<file path="src/rtl/tlge_ram.sv">
module tlge_ram #(
  parameter int WIDTH = 8,
  parameter int DEPTH = 16
) (
  input  logic                     clk,
  input  logic                     wr_en,
  input  logic [$clog2(DEPTH)-1:0] wr_addr,
  input  logic [WIDTH-1:0]         wr_data,
  input  logic [$clog2(DEPTH)-1:0] rd_addr,
  output logic [WIDTH-1:0]         rd_data
);

  logic [WIDTH-1:0] mem [DEPTH];

  always_ff @(posedge clk) begin
    if (wr_en) begin
      mem[wr_addr] <= wr_data;
    end
    rd_data <= mem[rd_addr];
  end

endmodule

</file>
<file path="config.mk">
export PLATFORM = sky130hd
export DESIGN_NAME = tlge_ram
export DESIGN_NICKNAME = d
export VERILOG_FILES = /design/src/rtl/tlge_ram.sv
export SDC_FILE = /design/constraint.sdc
export NUM_CORES = 1
export LEC_CHECK = 0
export ABC_AREA = 1
export BUFFER_PORTS_ARGS = -buffer_cell sky130_fd_sc_hd__buf_2
export CORE_UTILIZATION = 50
export CTS_BUF_LIST = sky130_fd_sc_hd__clkbuf_2
export CTS_CLUSTER_DIAMETER = 40
export DETAILED_ROUTE_END_ITERATION = 8
export GPL_TIMING_DRIVEN = 0
export PLACE_DENSITY = 0.79
export SLEW_MARGIN = 20
export SYNTH_ARGS = -nofsm -noshare
export SYNTH_HDL_FRONTEND = slang
export SYNTH_SLANG_ARGS = --single-unit
</file>
<file path="constraint.sdc">
create_clock -name clk -period 1.2 [get_ports clk]
set_input_delay 0.06 -clock clk [delete_from_list [all_inputs] [get_ports clk]]
set_output_delay 0.06 -clock clk [all_outputs]
set_load 0.02 [all_outputs]
</file>
==> metrics.txt, run 1 <==
#FFs+latches synth=between 100 and 150; Pwr Density=1444 nW/um2; Lkg Pwr=a little under 0.003 uW; H-Tree Depth=4; Final Setup Violations=13; Netlist Area Pre-Place=slightly below 6000 um2; row count=38; Syn. warnings=0; initial core utilization=between 50% and 60%; max cap viols=0; maximum VDD drop=849.7 uV; DR vias/cell=about 5.4; period utilisation layout=103.8%; placer congestion estimate=0.8733; actual slew at the worst max-slew pin=~1000 ps; clock share of power=35.9%; ant diodes=0; largest net degree at the start of global routing=17; cells after synthesis=roughly 550; sw frac=between 20% and 30%; number of buffers created by CTS=17; failing checks=negative setup slack; Avg Cell Area, Syn=~10 um2; Final WS setup=-45.34 ps; post-synth top area share=66.65%; clk_lat worst skew=approximately 670 ps; # port buffers=22; Primary FF master, synth=edfxtp_1; P_sw=2207 uW; via count=4100; Clock Sinks=between 100 and 150; Worst Skew=~28 ps; part of the power in registers=between 50 and 60%; remaining antenna violation count=0; Crit. End Element=flip-flop; Cell variety after synth=12; HP Class=primary input to flip-flop; worst reg-to-reg setup slack=roughly 140 ps; DIE WIDTH=~110 um; Slew Viols, Final=0; Routed WL=around 14000 um; GRT Residual Overflow=0; most frequent cell after synthesis=nand2_1; drt first pass iters=7; first-pass GRT wire length=approximately 21000 um; CTS root buf=clkbuf_2; NumNets Final=between 600 and 700; Synth top cells by count=nand2_1, edfxtp_1, inv_1, nand3_1, nor2_1; ys async rst share=0%; status=finished with violations; f_max=about 800 MHz; die area=roughly 12000 um2; CTS tree=built; vias in the first global route=approximately 3900; synth top area cells=edfxtp_1, nand2_1, nand3_1; post-synth top area cell=edfxtp_1; internal power=7390 uW; Post-Syn Nets=roughly 570; Post-CTS Setup Inserts=0; Hold Fails Final Rpt=0; RSZ-0062 raised after global routing=yes; Seq/Total Area, Yosys=between 60% and 70%; initial antenna violation count=0; DRT iter0 DRCs=a little under 500; relative slew slack=a little under a third; crit path DAT=1560 ps; core area=roughly 11000 um2; CP max FO=8; # IOs=26; clock-pin transition on the worst setup and hold timing paths=between 150 and 200 ps; layout cells sized above 1=around 14%; number of synthesized flops with an enable pin=128; Final Util=60.24%; required time at the worst-slack endpoint=between 1500 and 2000 ps; shortest period the worst path allows=1245 ps; deepest clock path buffer count=2; critical path type=primary input to flip-flop; Global Route Usage Sum=between 20% and 30%; Avg WL per Cell=17.78 um; post-place setup slack=-346.6 ps; Area Overhead vs Synth=15.23%; crit start category=primary input; Detailed Place HPWL=~8600 um; # DRC=0; fill count=879; die height=roughly 110 um; combinational share of power=around 8.5%
==> metal layers <==
| layer | global-route usage (%) | vias to the layer above | part of all wire [%] |
|---|---|---|---|
| li1 | - | 1900 | - |
| met1 | 33.60 | 1884 | 39 |
| met2 | 39.62 | 272 | 47 |
| met3 | 5.098 | 44 | 11 |
| met4 | 12.38 | 0 | 3.2 |
| met5 | 0 | - | 0 |
==> logic make-up after synthesis <==
family | synth area share, %
simple gates | 21.05
flops | 69.43
buf+inv | 9.525
==> metrics by stage <==
step	std cells	instance area (um2)	total power [uW]	hold WS (ps)	TNS, ps
after CTS	764	6625	9568	-3.281	-55.10
after global placement	713	6052	6114	463.8	-22880
after floorplan	551	5767	5848	158.9	0
after detailed placement	713	6052	6137	477.1	-27080
after global routing	765	6645	9863	18.41	-1322
final	765	6645	9597	14.14	-320.1
==> power groups by stage <==
stage          combinational (uW)  sequential, uW  clock, uW
5_1_grt                       878            5350       3630
4_1_cts                       789            5340       3440
2_1_floorplan                 375            5470          0
3_5_place_dp                  700            5440          0
3_3_place_gp                  682            5430          0
6_report                      812            5340       3440
==> worst paths after layout <==
path	startpoint	to	depth (start not counted)
setup / recovery	wr_addr[3]	mem[1][0]$_DFFE_PP_	5
hold / removal	wr_en	mem[10][1]$_DFFE_PP_	3
setup reg to reg	mem[9][1]$_DFFE_PP_	rd_data[1]$_DFF_P_	6
hold reg to reg	mem[12][2]$_DFFE_PP_	rd_data[2]$_DFF_P_	6
==> sequential cells by signal, summed over array words and instances (netlist names) <==
signal	count
mem	128
rd_data	8
==> critical path, stage by stage <==
cell	delay, ps
buf_2	130
dlygate4sd3_1	570
nor2_1	110
nand2_1	140
nor2_1	560
==> final cells by class <==
cell class	instances	area [um2]	share of cell area (%)
Tap cell	140	175.2	2.636
Multi-Input combinational cell	289	1224	18.41
Inverter	102	382.9	5.762
Timing Repair Buffer	42	360.3	5.423
Buffer	24	166.4	2.504
Sequential cell	136	4014	60.40
Clock buffer	19	95.09	1.431
Clock inverter	13	227.7	3.427
==> placed cells by master, fill, tap and decap left out <==
| cell type | netlist | layout |
|---|---|---|
| inv_1 | 100 | 100 |
| nor2_1 | 17 | 13 |
| bufinv_16 | 0 | 6 |
| inv_2 | 2 | 2 |
| nor2_2 | 0 | 4 |
| clkinv_2 | 0 | 2 |
| buf_2 | 13 | 27 |
| clkbuf_2 | 0 | 19 |
| buf_6 | 6 | 14 |
| clkinv_1 | 0 | 1 |
| buf_4 | 4 | 4 |
| clkinv_4 | 0 | 3 |
| edfxtp_1 | 128 | 128 |
| buf_1 | 1 | 1 |
| nand2_1 | 173 | 173 |
| nand3_1 | 97 | 97 |
| nand3b_1 | 2 | 2 |
| dlygate4sd3_1 | 0 | 20 |
| clkinvlp_4 | 0 | 1 |
| dfxtp_2 | 0 | 8 |
==> what timing repair did <==
item / CTS / global route
gates resized for setup: 24 / 4
hold buffers: 19 / 1
setup endpoints to repair: 8 / 56
endpoints found under the hold margin: 174 / 2
cloned: 0 / 0
No activity file was read; power rests on OpenSTA's default activity.
==> inputs of run 2 (changes only) <==
==> constraint.sdc (replaced) <==
create_clock -name clk -period 1.2 [get_ports clk]
set_input_delay 0.18 -clock clk [delete_from_list [all_inputs] [get_ports clk]]
set_output_delay 0.18 -clock clk [all_outputs]
set_load 0.02 [all_outputs]
==> metrics.txt, run 2 (synthesis results as in run 1) <==
status=finished with violations; failing checks=negative setup slack; vias in the first global route=3802 (-2.3%); drt first pass iters=6 (-1); Final Setup Violations=8 (-5); initial core utilization=52.28% (unchanged); Post-CTS Setup Inserts=0 (unchanged); Global Route Usage Sum=24.62% (-0.57 points); Final Util=59.24% (-1.0 points); Pwr Density=1463 nW/um2 (+1.3%); CTS tree=built; Clock Sinks=136 (unchanged); critical path type=flip-flop to output pin; setup total negative slack=-962.5 ps (-642.4 ps); Largest regs=mem x128, rd_data x8; Largest register FFs=128 (unchanged); via count=3998 (-2.5%); CP Cell Sequence=buf_6; deepest clock path buffer count=2 (unchanged); die area=11970 um2 (unchanged); period utilisation layout=110.7% (+6.9 points); shortest period the worst path allows=1328 ps (+82.48 ps); clock-pin transition on the worst setup and hold timing paths=200 ps (about the same); crit path DAT=1150 ps (-410 ps); die height=109.4 um (unchanged); row count=38 (unchanged); Hold Fails Final Rpt=0 (unchanged); ant diodes=0 (unchanged); CP delay by family, top=flip-flops; most frequent cells in the layout=nand2_1, edfxtp_1, inv_1, nand3_1, buf_2; largest net degree at the start of global routing=17 (unchanged); number of buffers created by CTS=17 (unchanged); relative slew slack=33.81% (+3.5 points); Area Overhead vs Synth=13.32%; DR vias/cell=5.295 (-1.2%); max cap viols=0 (unchanged); DRT iter0 DRCs=511 (+3.4%); remaining antenna violation count=0 (unchanged); Worst Skew=27.12 ps (-0.4264 ps); NumNets Final=620 (-1.6%); DIE WIDTH=109.4 um (unchanged); RSZ-0062 raised after global routing=yes; Max stage delay cell, worst path=dfxtp_2; required time at the worst-slack endpoint=1020 ps (-500 ps); Crit. End Element=output pin; initial antenna violation count=0 (unchanged); layout cells sized above 1=13.98% (-0.42 points); CP max FO=1 (-7); WHS=30.67 ps (+16.54 ps); most common cell after layout, fill and taps aside=nand2_1; Detailed Place HPWL=8563 um (unchanged); post-place setup slack=-466.6 ps (-120.0 ps); core area=11030 um2 (unchanged); HP Class=primary input to flip-flop; crit start category=flip-flop; Slew Viols, Final=0 (unchanged); Routed WL=13270 um (-2.5%); Final WS setup=-127.8 ps (-82.49 ps); buffers and inverters on the worst path=1 (-1); Lkg Pwr=0.002854 uW (-1.1%); H-Tree Depth=4 (unchanged); actual slew at the worst max-slew pin=989.3 ps (-52.07 ps); Avg WL per Cell=17.58 um (-1.2%); CTS root buf=clkbuf_2; # port buffers=22 (unchanged); fill count=891 (+1.4%); clk_lat worst skew=670 ps (about the same); placer congestion estimate=0.8733 (unchanged); max incr delay on CP=360 ps (-210 ps); GRT Residual Overflow=0 (unchanged); # IOs=26 (unchanged); register bank with the most flops=mem; # DRC=0 (unchanged); maximum VDD drop=849.4 uV (about the same); first-pass GRT wire length=20580 um (-2.6%); f_max=753.1 MHz (-6.2%)
## run 2: metal layers
layer / share of wire [%] / routed length (um) / track usage (%)
met5: 0 / 0 / 0
met3: 11 / 1511 / 4.683
met2: 46 / 6156 / 38.19
met4: 2.7 / 357 / 11.71
met1: 40 / 5245 / 33.68
## run 2: worst paths after layout
check                       startpoint                 end  slack (ps)  depth (start not counted)
hold reg to reg   mem[12][2]$_DFFE_PP_  rd_data[2]$_DFF_P_         720                          6
setup reg to reg   mem[9][1]$_DFFE_PP_  rd_data[1]$_DFF_P_         150                          6
hold / removal              rd_addr[1]  rd_data[0]$_DFF_P_          30                          5
setup / recovery    rd_data[3]$_DFF_P_          rd_data[3]        -130                          1
## run 2: timing repair
item / 4_1_cts / 5_1_grt
gates cloned: 0 / 0
gates resized for setup: 24 / 0
pin swaps: 0 / 0
hold buffers: 10 / 0
endpoints found under the setup margin: 8 / 8
endpoints found under the hold margin: 136 / 0
## run 2: through the flow
stage	instances	cell area, um2	total power, uW
after detailed placement	713	6052	6137
after CTS	755	6535	9546
after floorplan	551	5767	5848
final	755	6535	9560
after global routing	755	6535	9828
after global placement	713	6052	6114
## run 2: layout make-up
| type | count | area (um2) | share of cell area (%) |
|---|---|---|---|
| flip-flops and latches | 136 | 4014 | 61.42 |
| multi-input cells | 289 | 1214 | 18.57 |
| inverters | 102 | 382.9 | 5.859 |
| repair buffers | 32 | 260.3 | 3.982 |
| clock inverters | 13 | 227.7 | 3.485 |
| well taps | 140 | 175.2 | 2.680 |
| plain buffers | 24 | 166.4 | 2.546 |
| clock buffers | 19 | 95.09 | 1.455 |
## run 2: report_power, final
group	total, uW	switching, uW	internal, uW
logic	779	518	261
clock network	3440	1640	1800
registers	5340	34.4	5310
total	9560	2190	7370
==> inputs of run 3 (changes only) <==
--- a/config.mk
+++ b/config.mk
@@ -13,6 +13,7 @@
 export DETAILED_ROUTE_END_ITERATION = 8
 export GPL_TIMING_DRIVEN = 0
 export PLACE_DENSITY = 0.79
+export SKIP_CTS_REPAIR_TIMING = 1
 export SLEW_MARGIN = 20
 export SYNTH_ARGS = -nofsm -noshare
 export SYNTH_HDL_FRONTEND = slang
==> metrics.txt, run 3 (synthesis results as in run 1) <==
status=finished with violations; failing checks=negative setup slack; layout cells sized above 1=13.98% (unchanged); worst reg-to-reg setup slack=130 ps (-20 ps); Global Route Usage Sum=24.48% (-0.14 points); core area=11030 um2 (unchanged); Post-Place Cell Area=6052 um2 (unchanged); DR vias/cell=5.325 (+0.55%); Worst R2R Path Depth=6 (unchanged); Clock Sinks=136 (unchanged); crit start category=flip-flop; Max stage delay cell, worst path=dfxtp_2; Routed WL=13370 um (+0.74%); CP delay by family, top=flip-flops; sequential cell area=4014 um2 (unchanged); required time at the worst-slack endpoint=1020 ps (about the same); largest net degree at the start of global routing=17 (unchanged); FF-to-FF End=rd_data[1]$_DFF_P_; Largest register FFs=128 (unchanged); die area=11970 um2 (unchanged); most common cell after layout, fill and taps aside=nand2_1; area of the multi-input gates=1214 um2 (unchanged); CP max FO=1 (unchanged); Worst Hold Endpoint=rd_data[1]$_DFF_P_; crit path DAT=1150 ps (about the same); Detailed Place HPWL=8563 um (unchanged); remaining antenna violation count=0 (unchanged); Reg2Reg Launch Point=mem[9][1]$_DFFE_PP_; fill count=890 (-0.11%); Final WS setup=-128.0 ps (-0.1560 ps); H-Tree Depth=4 (unchanged); CTS root buf=clkbuf_2; placer congestion estimate=0.8733 (unchanged); HP Class=primary input to flip-flop; Hold Fails Final Rpt=0 (unchanged); # port buffers=22 (unchanged); Final Power=9564 uW (about the same); die height=109.4 um (unchanged); most frequent cells in the layout=nand2_1, edfxtp_1, inv_1, nand3_1, buf_2; deepest clock path buffer count=2 (unchanged); DIE WIDTH=109.4 um (unchanged); clock-pin transition on the worst setup and hold timing paths=210 ps (about the same); ant diodes=0 (unchanged); drt first pass iters=6 (unchanged); max cap viols=0 (unchanged); Largest regs=mem x128, rd_data x8; maximum VDD drop=852.1 uV (+0.32%); initial core utilization=52.28% (unchanged); hold_sp=rd_addr[1]; Worst Skew=29.49 ps (+2.370 ps); buffers and inverters on the worst path=1 (unchanged); CTS tree=built; Final Setup Violations=8 (unchanged); NumNets Final=620 (unchanged); max incr delay on CP=360 ps (about the same); Slew Viols, Final=0 (unchanged); actual slew at the worst max-slew pin=1049 ps (+59.92 ps); CP Cell Sequence=buf_6; period utilisation layout=110.7% (about the same); first-pass GRT wire length=20470 um (-0.57%); Crit. End Element=output pin; Hold Crit Depth=5 (unchanged); Pwr Density=1463 nW/um2 (about the same); row count=38 (unchanged); cell area after layout=6535 um2 (unchanged); crit path launch=rd_data[3]$_DFF_P_; via count=4020 (+0.55%); Lkg Pwr=0.002854 uW (unchanged); DRT iter0 DRCs=514 (+0.59%); vias in the first global route=3761 (-1.1%); register bank with the most flops=mem; Area Overhead vs Synth=13.32% (unchanged); f_max=753.0 MHz (about the same); RSZ-0062 raised after global routing=yes; # DRC=0 (unchanged); shortest period the worst path allows=1328 ps (+0.1560 ps); clk_lat worst skew=670 ps (about the same); # IOs=26 (unchanged); critical path type=flip-flop to output pin; initial antenna violation count=0 (unchanged); Avg WL per Cell=17.71 um (+0.74%); relative slew slack=29.80% (-4.0 points); number of buffers created by CTS=17 (unchanged); GRT Residual Overflow=0 (unchanged)
[run 3: cell counts in the layout (fill, tap and decap cells not counted)]
Identical to the previous run, type by type.
[run 3: metrics by stage]
step	hold WS (ps)	std cells	utilization (%)	worst slack, ps	setup TNS [ps]
4_1_cts	-114.6	745	57.79	-158.7	-1195
3_3_place_gp	583.8	713	54.87	-421.1	-39030
2_1_floorplan	278.9	551	-	69.16	0
3_5_place_dp	597.1	713	54.87	-466.6	-43380
6_report	53.43	755	59.24	-128.0	-891.8
5_1_grt	22.05	755	59.24	-196.0	-1424
[run 3: final cells by class]
cell class                 instances  area share (%)
buffer                            24           2.546
clock buffer                      19           1.455
clock inverter                    13           3.485
inverter                         102           5.859
multi-input combinational        289           18.57
sequential                       136           61.42
tap                              140           2.680
timing repair buffer              32           3.982
[run 3: worst max-delay path by stage]
| stage | to | cells past startpoint |
|---|---|---|
| floorplan | mem[4][0]$_DFFE_PP_ | 2 |
| global placement | mem[9][3]$_DFFE_PP_ | 3 |
| detailed placement | mem[9][3]$_DFFE_PP_ | 3 |
| CTS | rd_data[3] | 1 |
| global route | rd_data[6] | 1 |
| finish | rd_data[3] | 1 |
[run 3: power breakdown]
| group | total, uW | switching [uW] | leakage (uW) | internal [uW] |
|---|---|---|---|---|
| Combinational | 779 | 518 | 0.00144 | 261 |
| Clock | 3440 | 1640 | 0.000186 | 1800 |
| Sequential | 5350 | 35.3 | 0.00122 | 5310 |
[run 3: routing by layer]
layer	vias to the layer above	wire length (um)	GRT usage, %
met2	247	6297	37.74
met1	1869	5384	34.15
met4	0	304	11.52
met5	-	0	0
met3	29	1382	4.090
li1	1875	-	-
[run 3: worst reg2reg max path, stage by stage, from the launching register on]
cell	delay (ps)
edfxtp_1	410
inv_1	60
nand2_1	40
nand3_1	100
nand3_1	90
nand3_1	170
nand2_1	90
