### config.mk
export PLATFORM = sky130hd
export DESIGN_NAME = tlge_row_rule
export DESIGN_NICKNAME = d
export VERILOG_FILES = /design/src/rtl/tlge_pkg.sv /design/src/rtl/tlge_row_rule.sv
export SDC_FILE = /design/constraint.sdc
export NUM_CORES = 1
export LEC_CHECK = 0
export ABC_AREA = 1
export BUFFER_PORTS_ARGS = -buffer_cell sky130_fd_sc_hd__buf_2
export CAP_MARGIN = 30
export CORE_MARGIN = 2
export CORE_UTILIZATION = 40
export DETAILED_ROUTE_END_ITERATION = 8
export PLACE_DENSITY_LB_ADDON = 0.1
export SYNTH_ARGS = -nofsm -noshare
export SYNTH_HDL_FRONTEND = slang
export SYNTH_SLANG_ARGS = --single-unit
### constraint.sdc
create_clock -name vclk -period 4.6
set_input_delay 0.92 -clock vclk [all_inputs]
set_output_delay 0.92 -clock vclk [all_outputs]
set_load 0.03 [all_outputs]
### src/rtl/tlge_pkg.sv
package tlge_pkg;

  // Grid geometry
  localparam int GRID_COLS = 128;
  localparam int GRID_ROWS = 64;

  // Row address and column index widths follow from the geometry
  localparam int ROW_AW = $clog2(GRID_ROWS);
  localparam int COL_AW = $clog2(GRID_COLS);

  // Request and result field widths
  localparam int OP_W  = 2;
  localparam int COL_W = 7;
  localparam int ROW_W = 6;

  // Life rule constants
  localparam int BIRTH_COUNT = 3;
  localparam int KEEP_COUNT  = 2;

  typedef enum logic [OP_W-1:0] {
    OP_WRITE = 2'd0,
    OP_READ  = 2'd1,
    OP_STEP  = 2'd2,
    OP_NONE  = 2'd3
  } op_t;

endpackage

### src/rtl/tlge_row_rule.sv
module tlge_row_rule (
  input  logic [tlge_pkg::GRID_COLS-1:0] above_row,
  input  logic [tlge_pkg::GRID_COLS-1:0] mid_row,
  input  logic [tlge_pkg::GRID_COLS-1:0] below_row,
  output logic [tlge_pkg::GRID_COLS-1:0] next_row
);

  import tlge_pkg::*;

  // One counter and rule per column; columns wrap at both ends.
  for (genvar c = 0; c < GRID_COLS; c++) begin : g_col
    localparam int L = (c == 0) ? GRID_COLS - 1 : c - 1;
    localparam int R = (c == GRID_COLS - 1) ? 0 : c + 1;

    logic [3:0] cnt;

    assign cnt = 4'(above_row[L]) + 4'(above_row[c]) + 4'(above_row[R])
               + 4'(mid_row[L])                      + 4'(mid_row[R])
               + 4'(below_row[L]) + 4'(below_row[c]) + 4'(below_row[R]);

    assign next_row[c] = (cnt == 4'(BIRTH_COUNT))
                       | ((cnt == 4'(KEEP_COUNT)) & mid_row[c]);
  end

endmodule

==> results of run 1 <==
==> synthesized netlist by cell type <==
| cell | instances |
|---|---|
| a21oi_1 | 128 |
| fa_1 | 512 |
| ha_1 | 384 |
| inv_1 | 1279 |
| nand2_1 | 384 |
| nand3_1 | 256 |
==> per-layer routing <==
layer	up-vias	track usage	wire length [um]
met5	-	0	125
met4	20	0.0445	1530
met3	82	0.0396	3430
met2	337	0.383	31700
met1	9514	0.242	23900
li1	9897	-	-
==> cell families (layout without fill, tap and decap cells) <==
kind of cell | Yosys count | count (layout)
other | 0 | 19
buffers and inverters | 1279 | 2039
and+or+nand+nor | 640 | 640
adders and majority gates | 896 | 896
AOI/OAI and AO/OA | 128 | 128
==> final cells by class <==
class                      count  area (um2)  share of cell area
inverter                    1279        4940               0.158
timing repair buffer         760        5850               0.187
multi-input combinational   1664       19500               0.623
tap                          765         957              0.0306
antenna                       19        47.5             0.00152
==> path summary, 6_finish.rpt <==
kind	start	endpoint	slack [ps]	cells past startpoint
max	above_row[85]	next_row[85]	-30	11
min	mid_row[1]	next_row[1]	2330	6
==> stage by stage <==
step,hold WS [ps],instances,cell area (um2),util
2_1_floorplan,2130,2943,23400,-
3_3_place_gp,2420,4461,28700,0.499
3_5_place_dp,2420,4461,28700,0.499
4_1_cts,2360,4463,30200,0.524
5_1_grt,2380,4484,31300,0.544
6_report,2330,4487,31300,0.544
==> report_power, final <==
group / switching (mW) / total (mW) / internal, mW
sequential: 0 / 0 / 0
combinational: 4.93 / 8.73 / 3.80
clock: 0 / 0.000000553 / 0.000000553
==> repair_timing <==
action | in CTS | in global routing
gates resized for setup | 566 | 307
setup endpoints to repair | 127 | 128
buffers inserted | 2 | 5
hold buffers | 0 | 0
pin swaps | 159 | 162
==> tightest hold or removal path: stages <==
cell,delay (ps)
buf_2,110
inv_2,80
nand2_1,60
nand3_1,70
a21oi_2,40
buf_6,130
==> metrics.log, run 1 <==
INFO  metric io_buffer_count = 512
INFO  metric total_power = 8.73 mW
INFO  metric place_hpwl = 58000 um
INFO  metric max_freq = 0.216 GHz
INFO  metric synthTopCellsByArea = fa_1 44%, ha_1 21%, inv_1 21%, nand2_1 6.2%, nand3_1 5.5%
INFO  metric sequential_cell_area = 0 um2
INFO  metric cp-start-kind = input port
INFO  metric netlist-cell-type-count = 6
INFO  metric vdd_ir_drop_max = 184 uV
INFO  metric synth_top_family_by_area = adder cells
INFO  metric post-route-period-util = 1.01
INFO  metric drive_above_1_share = 0.331
INFO  metric antenna_left = 0
INFO  metric grt_remaining_overflow = 0
INFO  metric run_status = finished, violations left
INFO  metric total_leakage_power = 17.9 nW
INFO  metric syn-cell-area = 0.0232 mm2
INFO  metric slowest_delay = 570 ps
INFO  metric layout_common_cells = 1090 x inv_1, 496 x fa_1, 384 x nand2_1
INFO  metric post_synth.cell_area_avg = 7.89 um2
INFO  metric wp_data_arrival = 3710 ps
INFO  metric ys.warnings.count = 0
INFO  metric timing.critical_path.max_delay_family = adder cells
INFO  metric worst-slew-pin-transition = 287 ps
INFO  metric cp_data_required_time = 3680 ps
INFO  metric final.setup.tns = -67.3 ps
INFO  metric critPathSlowestCell = fa_1
INFO  metric synth_sequential_area_ratio = 0
INFO  metric area_share_of_and_or_nand_nor_cells_after_synthesis = 0.117
INFO  metric detailroute.via_count = 19900
INFO  metric synth_xor_xnor_area_share = 0
INFO  metric die_area = 0.0600 mm2
INFO  metric timing.final.hold_violations = 0
INFO  metric num_rows = 88
INFO  metric firstDrtPassIters = 5
INFO  metric num-clock-buffers = 0
INFO  metric design.final.nets = 4985
INFO  metric synth-adder-area-share = 0.648
INFO  metric grt.total_usage = 0.205
INFO  metric endpoint_kind = primary output
INFO  metric antenna_found_initial = 28
INFO  metric top_level_ports = 512
INFO  metric areaGrowthSynthToFinish = 34.9%
INFO  metric detail_route.vias_per_cell = 4.42
INFO  metric fillerInstances = 5482
INFO  metric failed_checks = negative setup slack
INFO  metric setup_viol_count_final = 5
INFO  metric finalWorstPathRequiredPeriod = 4630 ps
INFO  metric dp_worst_setup_slack = -193 ps
INFO  metric die_height = 245 um
INFO  metric synth_mux_area_frac = 0
INFO  metric synth_top_area_share = 0.441
INFO  metric synth_area_leader = fa_1
INFO  metric timing.max_cap.violations = 0
INFO  metric leading_cell_type_in_the_layout_fill_and_taps_excluded = inv_1
INFO  metric crit_chain = buf_8 > inv_6 > fa_1 > fa_1 > fa_1 > inv_2 > ha_4 > fa_1 > nand3_2 > a21oi_2 > buf_6
INFO  metric synth_compound_gate_area_share = 0.0276
INFO  metric numSequentialCells = 0
INFO  metric floorplan.core_area = 0.0576 mm2
INFO  metric report.final.slew_viol_count = 0
INFO  metric routed_wl = 60700 um
INFO  metric grt_start_max_net_pins = 4
INFO  metric gp_congestion = 0.902
INFO  metric first_global_vias = 21900
INFO  metric maxSlewHeadroom = 0.809
INFO  metric die_x = 245 um
INFO  metric cp_num_buf_inv = 4
INFO  metric worst_slack = -32.8 ps
INFO  metric biggest_fanout_along_the_worst_timing_path = 2
INFO  metric routed_length_per_instance = 13.5 um
INFO  metric cellPowerDensity = 279 mW/mm2
INFO  metric timing.setup.critical_path_class = in -> out
INFO  metric start_util = 0.403
INFO  metric critPathMostFrequentCell = fa_1
INFO  metric grt_setup_unrepaired = yes
INFO  metric synth_fp_nets = 4223
INFO  metric route.detailed.drc = 0
INFO  metric post_synth_inst_count = 2943
INFO  metric hold_class = in -> out
INFO  metric grt_first_pass_wirelength = 101000 um
INFO  metric drt-initial-drc-count = 343
Note: power is estimated with default switching activity, not from simulation.
==> inputs of run 2 (changes only) <==
--- a/config.mk
+++ b/config.mk
@@ -9,7 +9,7 @@
 export BUFFER_PORTS_ARGS = -buffer_cell sky130_fd_sc_hd__buf_2
 export CAP_MARGIN = 30
 export CORE_MARGIN = 2
-export CORE_UTILIZATION = 40
+export CORE_UTILIZATION = 30
 export DETAILED_ROUTE_END_ITERATION = 8
 export PLACE_DENSITY_LB_ADDON = 0.1
 export SYNTH_ARGS = -nofsm -noshare
==> constraint.sdc (replaced) <==
create_clock -name vclk -period 4.9
set_input_delay 0.98 -clock vclk [all_inputs]
set_output_delay 0.98 -clock vclk [all_outputs]
set_load 0.03 [all_outputs]
==> run 2 against run 1 <==
The run now ends clean. Critical path depth increased by 1. Via count decreased by 7.2%. Largest cell class unchanged. Non-clock buffer count decreased by 141. Final cell count increased by 2.9%. Routed wire length decreased by 2.1%. Final area decreased by 8.8%.
==> metrics.log, run 2 (synthesis gave the netlist of run 1 again) <==
INFO  metric report.final.slew_viol_count = 0 (unchanged)
INFO  metric critPathMostFrequentCell = fa_1 (unchanged)
INFO  metric design.final.nets = 4844 (was 4985)
INFO  metric max_freq = 0.207 GHz
INFO  metric fillerInstances = 8459 (was 5482)
INFO  metric detailroute.via_count = 18400 (was 19900)
INFO  metric die_height = 282 um (was 245 um)
INFO  metric route.detailed.drc = 0 (unchanged)
INFO  metric finalWorstPathRequiredPeriod = 4830 ps
INFO  metric cp_data_required_time = 3920 ps (was 3680 ps)
INFO  metric antenna_left = 0 (unchanged)
INFO  metric num-clock-buffers = 0 (unchanged)
INFO  metric vdd_ir_drop_max = 114 uV (was 184 uV)
INFO  metric firstDrtPassIters = 4 (was 5)
INFO  metric start_util = 0.301 (was 0.403)
INFO  metric top_level_ports = 512 (unchanged)
INFO  metric timing.max_cap.violations = 0 (unchanged)
INFO  metric total_leakage_power = 17.1 nW (was 17.9 nW)
INFO  metric die_area = 0.0796 mm2 (was 0.0600 mm2)
INFO  metric grt_first_pass_wirelength = 96700 um (was 101000 um)
INFO  metric detail_route.vias_per_cell = 3.99 (was 4.42)
INFO  metric final_util = 0.371 (was 0.544)
INFO  metric grt_start_max_net_pins = 4 (unchanged)
INFO  metric sequential_cell_area = 0 um2 (unchanged)
INFO  metric run_status = completed (was finished, violations left)
INFO  metric io_buffer_count = 512 (unchanged)
INFO  metric first_global_vias = 19400 (was 21900)
INFO  metric endpoint_kind = primary output (unchanged)
INFO  metric layout_common_cells = 1235 x inv_1, 503 x fa_1, 412 x buf_2 (was 1090 x inv_1, 496 x fa_1, 384 x nand2_1)
INFO  metric cp-start-kind = input port (unchanged)
INFO  metric drive_above_1_share = 0.207 (was 0.331)
INFO  metric num_rows = 102 (was 88)
INFO  metric final_cell_area = 0.0286 mm2 (was 0.0313 mm2)
INFO  metric placedCellCount = 4600 (was 4461)
INFO  metric placedInstanceArea = 0.0279 mm2 (was 0.0287 mm2)
INFO  metric biggest_fanout_along_the_worst_timing_path = 2 (unchanged)
INFO  metric final-instance-count-excl-fill = 4615 (was 4487)
INFO  metric leading_cell_type_in_the_layout_fill_and_taps_excluded = inv_1 (unchanged)
INFO  metric cellPowerDensity = 251 mW/mm2 (was 279 mW/mm2)
INFO  metric routed_wl = 59400 um (was 60700 um)
INFO  metric numSequentialCells = 0 (unchanged)
INFO  metric hold_class = in -> out (unchanged)
INFO  metric drt-initial-drc-count = 325 (was 343)
INFO  metric die_x = 282 um (was 245 um)
INFO  metric crit_chain = buf_8 > inv_4 > buf_4 > fa_1 > fa_2 > fa_1 > inv_1 > ha_1 > fa_1 > nand3_1 > a21oi_1 > buf_4 (was buf_8 > inv_6 > fa_1 > fa_1 > fa_1 > inv_2 > ha_4 > fa_1 > nand3_2 > a21oi_2 > buf_6)
INFO  metric areaGrowthSynthToFinish = 23.0% (was 34.9%)
INFO  metric timing.setup.critical_path_class = in -> out (unchanged)
INFO  metric floorplan.core_area = 0.0771 mm2 (was 0.0576 mm2)
INFO  metric setup_viol_count_final = 0 (was 5)
INFO  metric grt_setup_unrepaired = yes (unchanged)
INFO  metric gp_congestion = 0.813 (was 0.902)
INFO  metric antenna_found_initial = 32 (was 28)
INFO  metric timing.final.hold_violations = 0 (unchanged)
INFO  metric post-route-period-util = 0.986
INFO  metric slowest_delay = 520 ps (was 570 ps)
INFO  metric grt.total_usage = 0.150 (was 0.205)
INFO  metric worst-slew-pin-transition = 505 ps (was 287 ps)
INFO  metric maxSlewHeadroom = 0.663 (was 0.809)
INFO  metric critPathSlowestCell = fa_1 (unchanged)
INFO  metric routed_length_per_instance = 12.9 um (was 13.5 um)
INFO  metric place_hpwl = 58300 um (was 58000 um)
INFO  metric wp_data_arrival = 3850 ps (was 3710 ps)
INFO  metric grt_remaining_overflow = 0 (unchanged)
## run 2: worst paths after layout
check / from / end / slack (ps) / cells after the start
hold / removal: mid_row[70] / next_row[70] / 2470 / 6
setup / recovery: above_row[79] / next_row[79] / 70 / 12
## run 2: stage by stage
step                      hold WS [ps]  setup TNS [ps]  total power, mW  worst slack [ps]
after global placement            2520            -172             6.80              -107
after detailed placement          2520            -194             6.81             -89.9
final                             2470               0             7.16              67.4
after global routing              2500            -148             8.32             -47.5
after CTS                         2520          -0.111             6.88            -0.111
after floorplan                   2280               0             4.95               146
## run 2: what timing repair did
action,in CTS,in global routing
buffers inserted,0,2
setup endpoints to repair,7,95
pin swaps,0,40
hold buffers,0,0
gates resized for setup,11,317
## run 2: area by class of cell
class	count	area [um2]	share of cell area
Multi-Input combinational cell	1664	18700	0.655
Inverter	1279	4810	0.168
Timing Repair Buffer	619	3720	0.130
Tap cell	1040	1300	0.0456
Antenna cell	13	32.5	0.00114
## run 2: power breakdown
part	leakage, nW	internal, mW	total (mW)	switching, mW
clock	0.0000824	0.000000355	0.000000355	0
sequential	0	0	0	0
combinational	17.1	2.91	7.16	4.25
total	17.1	2.91	7.16	4.25
## run 2: critical path: cells and delay by family
| family | cells | cell delay [ps] |
|---|---|---|
| buffers and inverters | 5 | 480 |
| AND/OR/NAND/NOR | 1 | 80 |
| adder cells (fa/ha/maj) | 5 | 2200 |
| AO/OA/AOI/OAI | 1 | 110 |
## run 2: routing by layer
layer  wire length (um)  vias to the layer above  GRT usage
li1                   -                     9608          -
met1              26200                     8430      0.196
met5                199                        -          0
met2              29300                      293      0.270
met3               3260                       50     0.0278
met4                456                       34     0.0100
==> inputs of run 3 (changes only) <==
--- a/config.mk
+++ b/config.mk
@@ -5,7 +5,6 @@
 export SDC_FILE = /design/constraint.sdc
 export NUM_CORES = 1
 export LEC_CHECK = 0
-export ABC_AREA = 1
 export BUFFER_PORTS_ARGS = -buffer_cell sky130_fd_sc_hd__buf_2
 export CAP_MARGIN = 30
 export CORE_MARGIN = 2
==> run 3 against run 2 <==
Area after synthesis is 6.2% lower. Highest routed layer unchanged. Final area is 5.0% lower. Worst setup slack worse by 39 ps. Largest power group unchanged. Non-clock buffer count fell by 53. Hold slack worse by 91 ps. Critical endpoint is now next_row[41].
==> metrics.log, run 3 <==
INFO  metric grt_remaining_overflow = 0 (unchanged)
INFO  metric sequential_cell_area = 0 um2 (unchanged)
INFO  metric die_x = 273 um (was 282 um)
INFO  metric first_global_vias = 19200 (was 19400)
INFO  metric numSequentialCells = 0 (unchanged)
INFO  metric leading_cell_type_in_the_layout_fill_and_taps_excluded = inv_1 (unchanged)
INFO  metric drt-initial-drc-count = 248 (was 325)
INFO  metric grt_first_pass_wirelength = 92900 um (was 96700 um)
INFO  metric die_height = 273 um (was 282 um)
INFO  metric synthTopCellsByArea = fa_1 47%, ha_1 22%, inv_1 15%, a21oi_1 5.9%, nand3_1 2.9% (was fa_1 44%, ha_1 21%, inv_1 21%, nand2_1 6.2%, nand3_1 5.5%)
INFO  metric routed_wl = 56600 um (was 59400 um)
INFO  metric timing.final.hold_violations = 0 (unchanged)
INFO  metric endpoint_kind = primary output (unchanged)
INFO  metric ys.warnings.count = 0 (unchanged)
INFO  metric finalWorstPathRequiredPeriod = 4870 ps (was 4830 ps)
INFO  metric synth_fp_nets = 3711 (was 4223)
INFO  metric post_synth.cell_area_avg = 8.96 um2 (was 7.89 um2)
INFO  metric detailroute.via_count = 17200 (was 18400)
INFO  metric synth_sequential_area_ratio = 0 (unchanged)
INFO  metric areaGrowthSynthToFinish = 24.6% (was 23.0%)
INFO  metric grt_start_max_net_pins = 4 (unchanged)
INFO  metric synth_top_area_share = 0.471 (was 0.441)
INFO  metric grt_setup_unrepaired = yes (unchanged)
INFO  metric io_buffer_count = 512 (unchanged)
INFO  metric num-clock-buffers = 0 (unchanged)
INFO  metric hold_class = in -> out (unchanged)
INFO  metric num_rows = 98 (was 102)
INFO  metric total_leakage_power = 14.8 nW (was 17.1 nW)
INFO  metric run_status = completed (unchanged)
INFO  metric netlist-cell-type-count = 8 (was 6)
INFO  metric total_power = 6.71 mW (was 7.16 mW)
INFO  metric grt.total_usage = 0.152 (was 0.150)
INFO  metric drive_above_1_share = 0.285 (was 0.207)
INFO  metric wp_data_arrival = 3890 ps (was 3850 ps)
INFO  metric antenna_left = 0 (unchanged)
INFO  metric synth_area_leader = fa_1 (unchanged)
INFO  metric synth_commonest_cells = 895 x inv_1, 512 x fa_1, 384 x ha_1, 256 x a21oi_1 (was 1279 x inv_1, 512 x fa_1, 384 x ha_1, 384 x nand2_1, 256 x nand3_1)
INFO  metric route.detailed.drc = 0 (unchanged)
INFO  metric gp_congestion = 0.840 (was 0.813)
INFO  metric vdd_ir_drop_max = 168 uV (was 114 uV)
INFO  metric cp_data_required_time = 3920 ps (about the same)
INFO  metric post_synth_inst_count = 2431 (was 2943)
INFO  metric biggest_fanout_along_the_worst_timing_path = 2 (unchanged)
INFO  metric post-route-period-util = 0.994 (was 0.986)
INFO  metric timing.max_cap.violations = 0 (unchanged)
INFO  metric cellPowerDensity = 247 mW/mm2 (was 251 mW/mm2)
INFO  metric final_util = 0.378 (was 0.371)
INFO  metric design.final.nets = 4279 (was 4844)
INFO  metric cp-start-kind = input port (unchanged)
INFO  metric top_level_ports = 512 (unchanged)
INFO  metric die_area = 0.0748 mm2 (was 0.0796 mm2)
INFO  metric worst-slew-pin-transition = 320 ps (was 505 ps)
INFO  metric firstDrtPassIters = 4 (unchanged)
INFO  metric setup_viol_count_final = 0 (unchanged)
INFO  metric start_util = 0.304 (was 0.301)
INFO  metric routed_length_per_instance = 14.3 um (was 12.9 um)
INFO  metric place_hpwl = 55100 um (was 58300 um)
INFO  metric postCtsHoldBufs = 0 (unchanged)
INFO  metric timing.setup.critical_path_class = in -> out (unchanged)
INFO  metric max_freq = 0.205 GHz (was 0.207 GHz)
INFO  metric layout_common_cells = 775 x inv_1, 451 x fa_1, 380 x buf_2 (was 1235 x inv_1, 503 x fa_1, 412 x buf_2)
INFO  metric synthMostInstantiatedCell = inv_1 (unchanged)
INFO  metric maxSlewHeadroom = 0.787 (was 0.663)
INFO  metric syn-cell-area = 0.0218 mm2 (was 0.0232 mm2)
INFO  metric floorplan.core_area = 0.0717 mm2 (was 0.0771 mm2)
INFO  metric detail_route.vias_per_cell = 4.33 (was 3.99)
INFO  metric antenna_found_initial = 39 (was 32)
INFO  metric report.final.slew_viol_count = 0 (unchanged)
run 3: area by class of cell:
class                      count  area (um2)
antenna                       16        40.0
fill                        7505       44600
timing repair buffer         566        3520
inverter                     895        3370
tap                          950        1190
multi-input combinational   1536       19000
run 3: power by group:
group / total (mW) / leakage (nW) / internal (mW) / switching, mW
clock: 0.000000438 / 0.000101 / 0.000000438 / 0
sequential: 0 / 0 / 0 / 0
combinational: 6.71 / 14.8 / 2.83 / 3.88
run 3: critical path: stages:
cell	delay (ps)
buf_8	80
inv_4	30
buf_6	100
fa_1	500
fa_1	540
fa_1	570
inv_2	50
ha_4	160
fa_2	350
or2_1	230
a21oi_2	160
buf_6	150
run 3: metal layers:
layer | part of all wire | track usage
met1 | 0.40 | 0.184
met2 | 0.52 | 0.281
met3 | 0.059 | 0.0333
met4 | 0.014 | 0.0200
met5 | 0.0051 | 0
run 3: through the flow:
stage          instance area, um2  instances  hold WS (ps)  setup WS (ps)  TNS (ps)
6_report                    27100       3963          2370           28.2         0
5_1_grt                     27100       3958          2400          -64.2      -296
4_1_cts                     26000       3943          2390          0.179         0
3_5_place_dp                25900       3943          2400          -68.2      -471
3_3_place_gp                25900       3943          2400          -42.0      -169
2_1_floorplan               21800       2431          2210           98.3         0
run 3: path summary, 6_finish.rpt:
check	start	to	slack (ps)	cells past startpoint
worst max-delay path	above_row[41]	next_row[41]	30	12
worst min-delay path	mid_row[121]	next_row[121]	2370	4
run 3: cells by family (layout without fill, tap and decap cells):
family                   Yosys count  after routing  share of synthesized area
buffers and inverters            895           1461                      0.154
adder cells (fa/ha/maj)          896            896                      0.691
other                              0             16                          0
AND/OR/NAND/NOR                  256            256                     0.0662
AO/OA/AOI/OAI                    384            384                     0.0883
run 3: repair_timing:
action                     CTS  global route
pin swaps                   11           146
gates resized for setup     44           556
buffers inserted             0             4
setup endpoints to repair   26           125
